### src/hdl/gsa_pkg.sv
// ----------------------------------------------------------------------------
// gsa_pkg
// Shared types and constants of the generational slot allocator.
// ----------------------------------------------------------------------------
package gsa_pkg;

  localparam int MAX_SLOTS_DEF = 256;
  localparam int IDX_W         = 9;   // handle index and count ports
  localparam int GEN_W         = 16;  // handle generation
  localparam int POS_W         = 8;   // probe position

  localparam logic [GEN_W-1:0] GEN_MAX   = 16'hFFFF;
  localparam logic [GEN_W-1:0] GEN_FIRST = 16'd1;

  typedef enum logic [1:0] {
    MODE_ALLOC   = 2'd0,
    MODE_RELEASE = 2'd1,
    MODE_CHECK   = 2'd2,
    MODE_PROBE   = 2'd3
  } gsa_mode_e;

  typedef enum logic {
    ST_IDLE = 1'b0,
    ST_EXEC = 1'b1
  } gsa_state_e;

endpackage

### src/hdl/gsa_core.sv
// ----------------------------------------------------------------------------
// gsa_core
// Command sequencer: issues the slot read, then checks and updates the entry,
// the free list head and the counters, and registers the result word.
// ----------------------------------------------------------------------------
module gsa_core #(
  parameter int MAX_SLOTS = gsa_pkg::MAX_SLOTS_DEF
) (
  input  logic                                    clk_i,
  input  logic                                    rst_ni,
  input  logic                                    start,
  output logic                                    busy,
  input  logic [1:0]                              mode_i,
  input  logic [gsa_pkg::IDX_W-1:0]               handle_index_i,
  input  logic [gsa_pkg::GEN_W-1:0]               handle_generation_i,
  input  logic [gsa_pkg::POS_W-1:0]               slot_position_i,
  input  logic                                    definition_ok_i,
  output logic                                    done_o,
  output logic                                    ok_o,
  output logic [gsa_pkg::IDX_W-1:0]               out_index_o,
  output logic [gsa_pkg::GEN_W-1:0]               out_generation_o,
  output logic [gsa_pkg::IDX_W-1:0]               live_count_o,
  output logic [gsa_pkg::IDX_W-1:0]               opened_slots_o,
  // slot table port
  output logic                                    ram_we_o,
  output logic [$clog2(MAX_SLOTS)-1:0]            ram_waddr_o,
  output logic [gsa_pkg::GEN_W+$clog2(MAX_SLOTS+1):0] ram_wdata_o,
  output logic                                    ram_re_o,
  output logic [$clog2(MAX_SLOTS)-1:0]            ram_raddr_o,
  input  logic [gsa_pkg::GEN_W+$clog2(MAX_SLOTS+1):0] ram_rdata_i
);

  localparam int AW = $clog2(MAX_SLOTS);
  localparam int CW = $clog2(MAX_SLOTS + 1);
  localparam int XW = (CW > gsa_pkg::IDX_W) ? CW : gsa_pkg::IDX_W;
  localparam int GW = gsa_pkg::GEN_W;
  localparam int IW = gsa_pkg::IDX_W;
  localparam logic [XW-1:0] SLOTS_X = XW'(MAX_SLOTS);

  gsa_pkg::gsa_state_e state_q, state_d;
  gsa_pkg::gsa_mode_e  mode_q;

  logic [IW-1:0]               hidx_q;
  logic [GW-1:0]               hgen_q;
  logic [gsa_pkg::POS_W-1:0]   pos_q;
  logic                        defok_q;

  logic [CW-1:0] head_q, head_d;
  logic [CW-1:0] open_q, open_d;
  logic [CW-1:0] live_q, live_d;

  logic          done_q, done_d;
  logic          ok_q, ok_d;
  logic [IW-1:0] ridx_q, ridx_d;
  logic [GW-1:0] rgen_q, rgen_d;

  logic          accept;
  logic          exec;
  logic          e_busy;
  logic [GW-1:0] e_gen;
  logic [CW-1:0] e_next;
  logic          hit;
  logic          probe_hit;
  logic [XW-1:0] hidx_x;
  logic [XW-1:0] pos_x;
  logic [XW-1:0] open_x;

  assign accept = start && !busy;
  assign {e_busy, e_gen, e_next} = ram_rdata_i;

  // ---- state machine ----
  always_comb begin
    state_d = state_q;
    unique case (state_q)
      gsa_pkg::ST_IDLE: if (start) state_d = gsa_pkg::ST_EXEC;
      gsa_pkg::ST_EXEC: state_d = gsa_pkg::ST_IDLE;
      default:          state_d = gsa_pkg::ST_IDLE;
    endcase
  end

  always_comb begin
    busy = 1'b0;
    exec = 1'b0;
    unique case (state_q)
      gsa_pkg::ST_IDLE: busy = 1'b0;
      gsa_pkg::ST_EXEC: begin
        busy = 1'b1;
        exec = 1'b1;
      end
      default: busy = 1'b0;
    endcase
  end

  // ---- read address at accept ----
  always_comb begin
    ram_re_o    = accept;
    ram_raddr_o = '0;
    unique case (gsa_pkg::gsa_mode_e'(mode_i))
      gsa_pkg::MODE_ALLOC:   ram_raddr_o = AW'(head_q - 1'b1);
      gsa_pkg::MODE_RELEASE,
      gsa_pkg::MODE_CHECK:   ram_raddr_o = AW'(handle_index_i - 1'b1);
      gsa_pkg::MODE_PROBE:   ram_raddr_o = AW'(slot_position_i);
      default:               ram_raddr_o = '0;
    endcase
  end

  // ---- handle checks on the read entry ----
  assign hidx_x = XW'(hidx_q);
  assign pos_x  = XW'(pos_q);
  assign open_x = XW'(open_q);

  assign hit = (hidx_q != '0) && (hidx_x <= open_x) && (hidx_x <= SLOTS_X) &&
               e_busy && (e_gen == hgen_q);
  assign probe_hit = (pos_x < open_x) && (pos_x < SLOTS_X) && e_busy;

  // ---- execute: modify, write back, form result ----
  always_comb begin
    head_d      = head_q;
    open_d      = open_q;
    live_d      = live_q;
    done_d      = exec;
    ok_d        = ok_q;
    ridx_d      = ridx_q;
    rgen_d      = rgen_q;
    ram_we_o    = 1'b0;
    ram_waddr_o = AW'(hidx_q - 1'b1);
    ram_wdata_o = '0;
    if (exec) begin
      ok_d   = 1'b0;
      ridx_d = '0;
      rgen_d = '0;
      unique case (mode_q)
        gsa_pkg::MODE_ALLOC: begin
          if (defok_q) begin
            if (head_q != '0) begin
              // pop the free list
              ram_we_o    = 1'b1;
              ram_waddr_o = AW'(head_q - 1'b1);
              ram_wdata_o = {1'b1, e_gen, CW'(0)};
              head_d      = e_next;
              live_d      = CW'(live_q + 1'b1);
              ok_d        = 1'b1;
              ridx_d      = IW'(head_q);
              rgen_d      = e_gen;
            end else if (open_x < SLOTS_X) begin
              // open a fresh slot
              ram_we_o    = 1'b1;
              ram_waddr_o = AW'(open_q);
              ram_wdata_o = {1'b1, gsa_pkg::GEN_FIRST, CW'(0)};
              open_d      = CW'(open_q + 1'b1);
              live_d      = CW'(live_q + 1'b1);
              ok_d        = 1'b1;
              ridx_d      = IW'(open_q + 1'b1);
              rgen_d      = gsa_pkg::GEN_FIRST;
            end
          end
        end
        gsa_pkg::MODE_RELEASE: begin
          if (hit) begin
            ram_we_o = 1'b1;
            live_d   = CW'(live_q - 1'b1);
            ok_d     = 1'b1;
            if (e_gen != gsa_pkg::GEN_MAX) begin
              ram_wdata_o = {1'b0, GW'(e_gen + 1'b1), head_q};
              head_d      = CW'(hidx_q);
            end else begin
              // retired: never handed out again
              ram_wdata_o = '0;
            end
          end
        end
        gsa_pkg::MODE_CHECK: ok_d = hit;
        gsa_pkg::MODE_PROBE: begin
          if (probe_hit) begin
            ok_d   = 1'b1;
            ridx_d = IW'({1'b0, pos_q} + 1'b1);
            rgen_d = e_gen;
          end
        end
        default: ok_d = 1'b0;
      endcase
    end
  end

  always_ff @(posedge clk_i or negedge rst_ni) begin
    if (!rst_ni) begin
      state_q <= gsa_pkg::ST_IDLE;
      head_q  <= '0;
      open_q  <= '0;
      live_q  <= '0;
      done_q  <= 1'b0;
    end else begin
      state_q <= state_d;
      head_q  <= head_d;
      open_q  <= open_d;
      live_q  <= live_d;
      done_q  <= done_d;
    end
  end

  always_ff @(posedge clk_i) begin
    if (accept) begin
      mode_q  <= gsa_pkg::gsa_mode_e'(mode_i);
      hidx_q  <= handle_index_i;
      hgen_q  <= handle_generation_i;
      pos_q   <= slot_position_i;
      defok_q <= definition_ok_i;
    end
    ok_q   <= ok_d;
    ridx_q <= ridx_d;
    rgen_q <= rgen_d;
  end

  assign done_o           = done_q;
  assign ok_o             = ok_q;
  assign out_index_o      = ridx_q;
  assign out_generation_o = rgen_q;
  assign live_count_o     = IW'(live_q);
  assign opened_slots_o   = IW'(open_q);

endmodule

### config.mk
export PLATFORM = sky130hd
export DESIGN_NAME = gsa_core
export DESIGN_NICKNAME = d
export VERILOG_FILES = /design/src/hdl/gsa_pkg.sv /design/src/hdl/gsa_core.sv
export SDC_FILE = /design/constraint.sdc
export NUM_CORES = 1
export LEC_CHECK = 0
export ABC_AREA = 1
export BUFFER_PORTS_ARGS = -buffer_cell sky130_fd_sc_hd__buf_2
export CORE_ASPECT_RATIO = 0.9
export CORE_MARGIN = 1
export CORE_UTILIZATION = 55
export DETAILED_ROUTE_END_ITERATION = 10
export GPL_TIMING_DRIVEN = 0
export MAX_ROUTING_LAYER = met4
export PLACE_DENSITY = 0.93
export SETUP_SLACK_MARGIN = 0.15
export SYNTH_ARGS = -nofsm -noshare
export SYNTH_HDL_FRONTEND = slang
export SYNTH_SLANG_ARGS = --single-unit
### constraint.sdc
create_clock -name clk_i -period 5.4 [get_ports clk_i]
set_input_delay 1.62 -clock clk_i [delete_from_list [all_inputs] [get_ports clk_i]]
set_output_delay 1.62 -clock clk_i [all_outputs]
set_load 0.005 [all_outputs]
==> run metrics, run 1 <==
Post-synth EDFFs 62; final WL 19.0 mm; final setup TNS 0 ns; GR Util met2 46.8%; Longest Clk Path Bufs 2; Tcrit/Tclk final between 90 and 100%; post-DR vias/cell about 5.7; port bufs 150; max_slew headroom 54.0%; TritonCTS clock tree built; Synth top area share 28.4%; crit path from ram_rdata_i[14]; worst path arrival time about 3.4 ns; clock root buffer master clkbuf_16; Reg-to-Reg Start mode_q[1]; final slew viol count 0; Avg WL per Cell ~16 µm; Final Total Pwr 2230 µW; RSZ-0062 raised after global routing false; Post-synth ARST share 31.9%; sink of the worst hold path head_q[8]; Slew @ Worst Pin 0.690 ns; Hold Crit Class reg -> reg; Yosys warning count 0; Top Usage Layer GRT met2; layout cells sized above 1 20.7%; first-pass iteration count of the detailed router 6; fin nets 1110; Critical Path End Type output port; final setup fails 0; Post-Syn Instances 846; Slowest-stage cell, CP nor3_1; first-pass GRT wire length approximately 30 mm; Buf+Inv Stages, Crit Path 3; FF-to-FF End live_count_o[8]; fin area between 0.007 and 0.008 mm²; # rows 37; Fmax 0.198 GHz; CTS H-tree depth 3; pin count of the biggest net entering global routing 37; initial drt markers between 800 and 900; met3 usage under 10%; Max Cap Viol 0; Lkg Pwr roughly 0.0037 µW; Avg Inst Size Synth 7.74 µm²; kind of critical path in -> out; number of post-CTS setup repair buffers 0; CP cell instances buf_2, inv_1, nand2_1, nand2_1, or2_2, nor2_1, nand3_1, nor2_1, nand4_2, nor3_1, buf_2; antenna viol nets, final 0; most frequent cells after synthesis 220 x nand2_1, 96 x inv_1, 65 x a21oi_1; via count 6661; core area 0.0115 mm²; Worst Path Max Fanout 9; WP data required 3.78 ns; gpl congestion 0.982; Synth Flop Type edfxtp_1; Synth cell types 44; # diodes 0; critical path's top delay family simple AND/OR/NAND/NOR gates; dpl ws 0.396 ns; Max stage delay on crit path between 0.3 and 0.4 ns; WHS Path Cells 2; via count of the first global-routing pass 5948; DRC 0; # IOs about 160; most common cell in the netlist nand2_1; final worst slack 0.353 ns; sequential-to-total area share from yosys stat 39.5%; Final Hold Violating Endpoints 0; M1 GR Usage 44.7%; syn nets 948; Area contributors post-synth edfxtp_1 28%, nand2_1 13%, dfrtp_1 11%; run status finished clean; worst reg2reg setup slack 2.34 ns; clk slew on worst S/H paths 0.07 ns; total gr overflow 0; Die W around 120 µm; initial cell density of the core 56.8%; initial antenna violation count 0; crit start category input pin; Post-Syn Area about 0.0065 mm²; # fillers around 1k; Synth Register Bits 91; Worst Skew 0.00961 ns; placed instance count approximately 1.2k; DP Area 0.00752 mm²; Area growth syn-to-layout 19.5%; reg2reg path depth 13; Pwr per Cell Area about 290 mW/mm²; Tmin final approximately 5 ns; Layout Cells excl Fill 1169; Min-Delay Startpoint head_q[8]; total CTS buffers 9; Total GRT Usage about a third; clock sink total between 90 and 100; die area roughly 0.012 mm²; Yosys top cell by area edfxtp_1; Die H between 100 and 150 µm; Detail Placement HPWL between 10 and 15 mm; clock latency on the worst-skew pair between 0.3 and 0.4 ns; Max VDD drop around 0.00023 V
cells by family after synthesis:
| logic type | count (synthesis) | share of synthesized area [%] |
|---|---|---|
| simple gates | 418 | 29.3 |
| flops | 91 | 39.5 |
| xor+xnor | 40 | 5.35 |
| fa+ha+maj | 37 | 7.19 |
| compound gates | 126 | 10.2 |
| mux | 2 | 0.344 |
| buf+inv | 132 | 8.07 |
layout by cell type, fill, tap and decap left out, types with 2 or more instances in the layout:
cell type,instances
nor2_4,3
inv_1,96
o21ai_0,40
clkbuf_16,9
nand3_4,2
inv_2,7
xnor2_1,6
nand3_1,45
a21o_1,2
edfxtp_1,62
o211ai_1,4
a21oi_1,65
xor2_1,34
or2_2,3
nand2_1,220
clkinv_1,2
mux2_2,2
nand3b_1,9
nand2_2,2
buf_2,157
o21ai_1,6
clkbuf_1,16
nand4_2,2
nor3_1,16
nand3_2,4
buf_6,2
clkinvlp_4,3
ha_1,36
nor3_2,2
buf_4,2
nor2_1,62
dfrtp_1,28
nand4_1,44
o22ai_1,3
worst min-delay path, cell delays in order, from the launching register on:
cell,delay (ns)
dfrtp_1,0.34
nand2_1,0.06
nand2_1,0.05
metal layers:
layer,wire (µm),share of wire (%)
met4,638,3.4
met1,7960,42
met3,2020,11
met5,0,0
met2,8380,44
registers in the layout (all words and copies together), names as in the netlist:
name              flops
hgen_q               16
out_generation_o     16
head_q                9
hidx_q                9
live_count_o          9
opened_slots_o        9
out_index_o           9
pos_q                 8
mode_q                2
defok_q               1
done_o                1
ok_o                  1
state_q               1
cell type report:
class                   count  area, µm²  share of cell area [%]
plain buffers              27        134                    1.71
well taps                 156        195                    2.50
clock buffers              10        229                    2.93
inverters                 105        394                    5.04
flip-flops and latches     91       2590                    33.1
multi-input cells         623       3440                    44.0
repair buffers            151        771                    9.85
clock inverters             6       72.6                   0.928
power breakdown:
part,internal [µW],leakage (µW),switching (µW),total [µW]
combinational,248,0.00263,417,664
sequential,834,0.000976,84.7,918
clock,364,0.000137,283,647
per-stage QoR:
stage	hold WS [ns]	utilization (%)
floorplan	0.442	-
global placement	0.459	65.0
detailed placement	0.469	65.2
CTS	0.485	67.8
global route	0.533	67.9
finish	0.483	67.9
repair_timing:
item | 4_1_cts | 5_1_grt
resized for setup | 0 | 1
hold buffers | 0 | 0
setup endpoints to repair | 0 | 1
how the worst max path moves through the flow:
stage / to / slack (ns) / cells past startpoint
floorplan: ram_re_o / 0.52 / 2
global placement: ram_re_o / -0.54 / 4
detailed placement: ram_wdata_o[0] / 0.40 / 11
CTS: ram_waddr_o[1] / 0.39 / 9
global route: ram_wdata_o[17] / 0.25 / 13
finish: ram_wdata_o[0] / 0.35 / 11
No activity file was read; power rests on OpenSTA's default activity.
==> inputs of run 2 (changes only) <==
--- a/config.mk
+++ b/config.mk
@@ -14,6 +14,7 @@
 export GPL_TIMING_DRIVEN = 0
 export MAX_ROUTING_LAYER = met4
 export PLACE_DENSITY = 0.93
+export REMOVE_ABC_BUFFERS = 1
 export SETUP_SLACK_MARGIN = 0.15
 export SYNTH_ARGS = -nofsm -noshare
 export SYNTH_HDL_FRONTEND = slang
==> run 2 against run 1 <==
Via count is 2.3% lower. Sequential power hardly changed. Clock power is 5.4% higher. Worst hold slack better by 0.0085 ns. Critical path type unchanged. Largest cell class unchanged.
==> run metrics, run 2 (synthesized netlist as in run 1, its figures left out) <==
Area growth syn-to-layout 18.6%; CP cell instances buf_2, inv_1, nand2_1, nand2_1, or2_2, nor2_1, nand3_1, nor2_1, nand4_2, nor3_1, buf_2; final setup fails 0; Longest Clk Path Bufs 2; area of the multi-input gates 0.00344 mm²; clock root buffer master clkbuf_16; initial cell density of the core 56.8%; # diodes 0; RSZ-0062 raised after global routing false; Worst Path Max Fanout 9; Max Cap Viol 0; kind of critical path in -> out; clock sink total 91; initial antenna violation count 0; fin nets 1089; Slowest-stage cell, CP nor3_1; # IOs 155; worst path arrival time 3.44 ns; Avg WL per Cell 16.0 µm; Slew @ Worst Pin 1.03 ns; Die H roughly 110 µm; via count 6506; port bufs 154; total gr overflow 0; clock latency on the worst-skew pair between 0.3 and 0.4 ns; DRC 0; crit start category input pin; Critical Path End Type output port; # fillers between 900 and 1k; dpl ws between 0.002 and 0.003 ns; TritonCTS clock tree built; fin area 0.00776 mm²; final worst slack 0.343 ns; run status finished clean; total CTS buffers 9; die area roughly 0.012 mm²; WP data required ~3.8 ns; Detail Placement HPWL 13.8 mm; Tcrit/Tclk final 93.6%; Pwr per Cell Area roughly 290 mW/mm²; pin count of the biggest net entering global routing 38; initial drt markers 752; Final Total Pwr 2240 µW; most frequent cells in the layout 220 x nand2_1, 154 x buf_2, 96 x inv_1; Final Hold Violating Endpoints 0; final slew viol count 0; first-pass iteration count of the detailed router 8; final WL 18.3 mm; layout cells sized above 1 20.7%; # rows 37; WHS 0.492 ns; antenna viol nets, final 0; Worst Skew between 0.01 and 0.015 ns; CTS H-tree depth 3; most common cell after layout, fill and taps aside nand2_1; Max VDD drop 0.000184 V; Total GRT Usage 31.4%; core area 0.0115 mm²; Hold Crit Class reg -> reg; Max stage delay on crit path 0.32 ns; gpl congestion 0.976; post-DR vias/cell 5.67; DP Area approximately 0.0074 mm²; Tmin final 5.06 ns; Buf+Inv Stages, Crit Path 3; Lkg Pwr between 0.003 and 0.004 µW; register area 0.00259 mm²; final core utilization between 60% and 70%; first-pass GRT wire length about 29 mm; Fmax 0.198 GHz; Die W 117 µm; clk slew on worst S/H paths roughly 0.070 ns; via count of the first global-routing pass 5756; max_slew headroom 31.4%; critical path's top delay family simple AND/OR/NAND/NOR gates
## run 2: cell types whose count changed in the layout (fill, tap and decap cells not counted), sizes merged
cell | previous run | this run
clkinvlp | 3 | 2
clkbuf | 26 | 10
bufinv | 1 | 2
inv | 105 | 104
buf | 162 | 157
clkinv | 2 | 3
## run 2: cell type report
cell class	count	share of cell area (%)
Clock buffer	10	2.95
Multi-Input combinational cell	623	44.3
Timing Repair Buffer	157	10.6
Tap cell	156	2.51
Clock inverter	6	1.14
Sequential cell	91	33.4
Inverter	105	5.09
## run 2: final timing paths
path,from,to,slack [ns],cells after the start
setup / recovery,ram_rdata_i[14],ram_wdata_o[8],0.34,11
hold / removal,head_q[8],head_q[8],0.49,2
setup reg to reg,mode_q[1],live_count_o[8],2.19,11
hold reg to reg,head_q[8],head_q[8],0.49,2
max in group asynchronous,rst_ni,state_q,3.64,1
min in group asynchronous,rst_ni,head_q[0],1.28,1
## run 2: layer usage
metal  GRT usage, %  part of all wire, %  vias to the layer above
met5              -                    0                        -
met4           11.8                  2.9                        0
met3           5.69                  9.7                       50
met2           44.9                   44                      387
met1           44.4                   43                     2939
li1               -                    -                     3130
## run 2: worst reg2reg max path, stage by stage, from the launching register on
cell and delay (ns):
edfxtp_1 0.42, inv_1 0.10, ha_1 0.72, inv_1 0.45
fa_1 0.55, nand3b_1 0.19, nand2_1 0.13, nand4_1 0.10
nand3_1 0.11, xor2_1 0.15, nand4_1 0.10, nand2_1 0.11
## run 2: where the power goes
| group | internal [µW] | switching [µW] | total [µW] |
|---|---|---|---|
| sequential | 834 | 84.7 | 919 |
| combinational | 243 | 399 | 642 |
| clock | 407 | 276 | 682 |
| total | 1480 | 759 | 2240 |
## run 2: what timing repair did
| item | in CTS | in global routing |
|---|---|---|
| resized for setup | 2 | 0 |
| buffers inserted | 0 | 1 |
| hold buffers | 0 | 0 |
| setup endpoints to repair | 9 | 1 |
| pin swaps | 0 | 1 |
## run 2: through the flow
step / std cells / TNS, ns
after floorplan: 819 / 0
after global placement: 1129 / -0.503
after detailed placement: 1130 / 0
after CTS: 1146 / 0
after global routing: 1148 / 0
final: 1148 / 0
==> inputs of run 3 (changes only) <==
--- a/config.mk
+++ b/config.mk
@@ -10,12 +10,15 @@
 export CORE_ASPECT_RATIO = 0.9
 export CORE_MARGIN = 1
 export CORE_UTILIZATION = 55
+export CTS_BUF_LIST = sky130_fd_sc_hd__clkbuf_16
+export CTS_CLUSTER_SIZE = 8
 export DETAILED_ROUTE_END_ITERATION = 10
 export GPL_TIMING_DRIVEN = 0
 export MAX_ROUTING_LAYER = met4
 export PLACE_DENSITY = 0.93
 export REMOVE_ABC_BUFFERS = 1
 export SETUP_SLACK_MARGIN = 0.15
+export SLEW_MARGIN = 20
 export SYNTH_ARGS = -nofsm -noshare
 export SYNTH_HDL_FRONTEND = slang
 export SYNTH_SLANG_ARGS = --single-unit
==> run 3 against run 2 <==
Combinational power hardly changed. Sequential share of layout area increased by 0.13 points. Via count decreased by 0.46%. Total power down 2.2%. Global-route usage about the same. Die area did not move. Worst hold slack lost 0.0015 ns. Critical path type unchanged. Critical endpoint is now ram_wdata_o[3]. Largest power group unchanged. Highest routed layer unchanged.
==> run metrics, run 3 (synthesized netlist as in run 1, its figures left out) <==
run status finished clean; initial drt markers 677; Total GRT Usage 31.5%; core area 0.0115 mm²; crit start category input pin; CTS H-tree depth 3; final slew viol count 0; via count 6476; clock sink total slightly above 90; Seq pwr share 41.9%; Avg WL per Cell 15.9 µm; final setup fails 0; Tcrit/Tclk final approximately 93%; antenna viol nets, final 0; layout cells sized above 1 20.8%; clock latency on the worst-skew pair 0.36 ns; Die W about 120 µm; final core utilization around 67%; Tmin final ~5.0 ns; Psw between 700 and 800 µW; initial antenna violation count 0; total gr overflow 0; final WL approximately 18 mm; Max Cap Viol 0; most common cell after layout, fill and taps aside nand2_1; gpl congestion 0.976; Detail Placement HPWL 13.8 mm; RSZ-0062 raised after global routing false; Switching Fraction around a third; max_slew headroom 31.7%; initial cell density of the core a little under three fifths; Lkg Pwr 0.00370 µW; worst path arrival time 3.42 ns; Fmax 0.198 GHz; Worst Path Max Fanout 9; clk slew on worst S/H paths 0.07 ns; Critical Path End Type output port; WHS Path Cells 2; post-DR vias/cell 5.65; CTS Hold Bufs 0; DRC 0; pin count of the biggest net entering global routing 35; total CTS buffers 9; most frequent cells in the layout 220 x nand2_1, 154 x buf_2, 97 x inv_1; reg2reg path depth 9; clock power share 28.9%; first-pass iteration count of the detailed router 5; Die H 106 µm; Comb pwr share 29.2%; port bufs 154; Area growth syn-to-layout 18.1%; WP data required 3.78 ns; TritonCTS clock tree built; Slew @ Worst Pin 1.02 ns; via count of the first global-routing pass roughly 5.7k; Max VDD drop 0.000231 V; Worst Skew around 0.006 ns; first-pass GRT wire length 28.4 mm; Reg-to-Reg Start mode_q[1]; kind of critical path in -> out; # diodes 0; FF-to-FF End head_q[8]; die area 0.0123 mm²; Final Hold Violating Endpoints 0; Layout Cells excl Fill between 1k and 1.5k; P_int 1430 µW; # rows 37; # IOs 155; clock root buffer master clkbuf_16; worst reg2reg setup slack 2.29 ns; Hold Crit Class reg -> reg; Pwr per Cell Area 284 mW/mm²; Min-Delay Startpoint head_q[8]; fin nets 1088; Longest Clk Path Bufs 2; sink of the worst hold path head_q[8]; placed instance count 1130
==> run 3: how the worst max path moves through the flow <==
stage / start / slack [ns] / endpoint / depth (start not counted)
3_3_place_gp: start / -0.50 / ram_re_o / 4
2_1_floorplan: start / 0.52 / ram_re_o / 2
5_1_grt: ram_rdata_i[14] / 0.15 / ram_wdata_o[3] / 11
4_1_cts: state_q / 0.25 / ram_waddr_o[1] / 8
6_report: ram_rdata_i[14] / 0.36 / ram_wdata_o[3] / 11
3_5_place_dp: ram_rdata_i[13] / 0.38 / ram_wdata_o[20] / 12
==> run 3: worst max-delay path, stage by stage <==
cell and delay [ns]:
buf_2 0.14, inv_1 0.10, nand2_1 0.10, nand2_1 0.08, or2_2 0.29, nor2_1 0.09
nand3_1 0.09, nor2_1 0.12, nand4_2 0.29, nor3_1 0.33, buf_2 0.17
==> run 3: stage by stage <==
stage / TNS [ns] / setup WS, ns / hold slack (ns) / cell area [µm²] / power [µW]
2_1_floorplan: 0 / 0.518 / 0.442 / 6410 / 1310
3_3_place_gp: -0.503 / -0.503 / 0.461 / 7380 / 1530
3_5_place_dp: 0 / 0.379 / 0.478 / 7410 / 1550
4_1_cts: 0 / 0.250 / 0.495 / 7700 / 2190
5_1_grt: 0 / 0.151 / 0.533 / 7730 / 2320
6_report: 0 / 0.358 / 0.490 / 7730 / 2190
==> run 3: layout make-up <==
type	count	area [µm²]
clock inverters	7	68.8
fillers	992	3800
clock buffers	9	225
multi-input cells	623	3440
well taps	156	195
repair buffers	156	811
flip-flops and latches	91	2590
inverters	105	398
==> run 3: what timing repair did <==
action | in CTS | in global routing
endpoints found under the setup margin | 0 | 11
buffers inserted | 0 | 1
resized for setup | 0 | 2
==> run 3: metal layers <==
layer	share of wire, %	track usage, %
met1	43	43.6
met2	43	44.0
met3	10	7.65
met4	3.2	12.7
met5	0	-
==> run 3: power by group through the flow <==
stage | combinational, µW | clock (µW) | sequential [µW]
2_1_floorplan | 400 | 0 | 914
3_3_place_gp | 602 | 0 | 930
5_1_grt | 719 | 672 | 930
4_1_cts | 628 | 640 | 918
6_report | 641 | 634 | 919
3_5_place_dp | 622 | 0 | 931
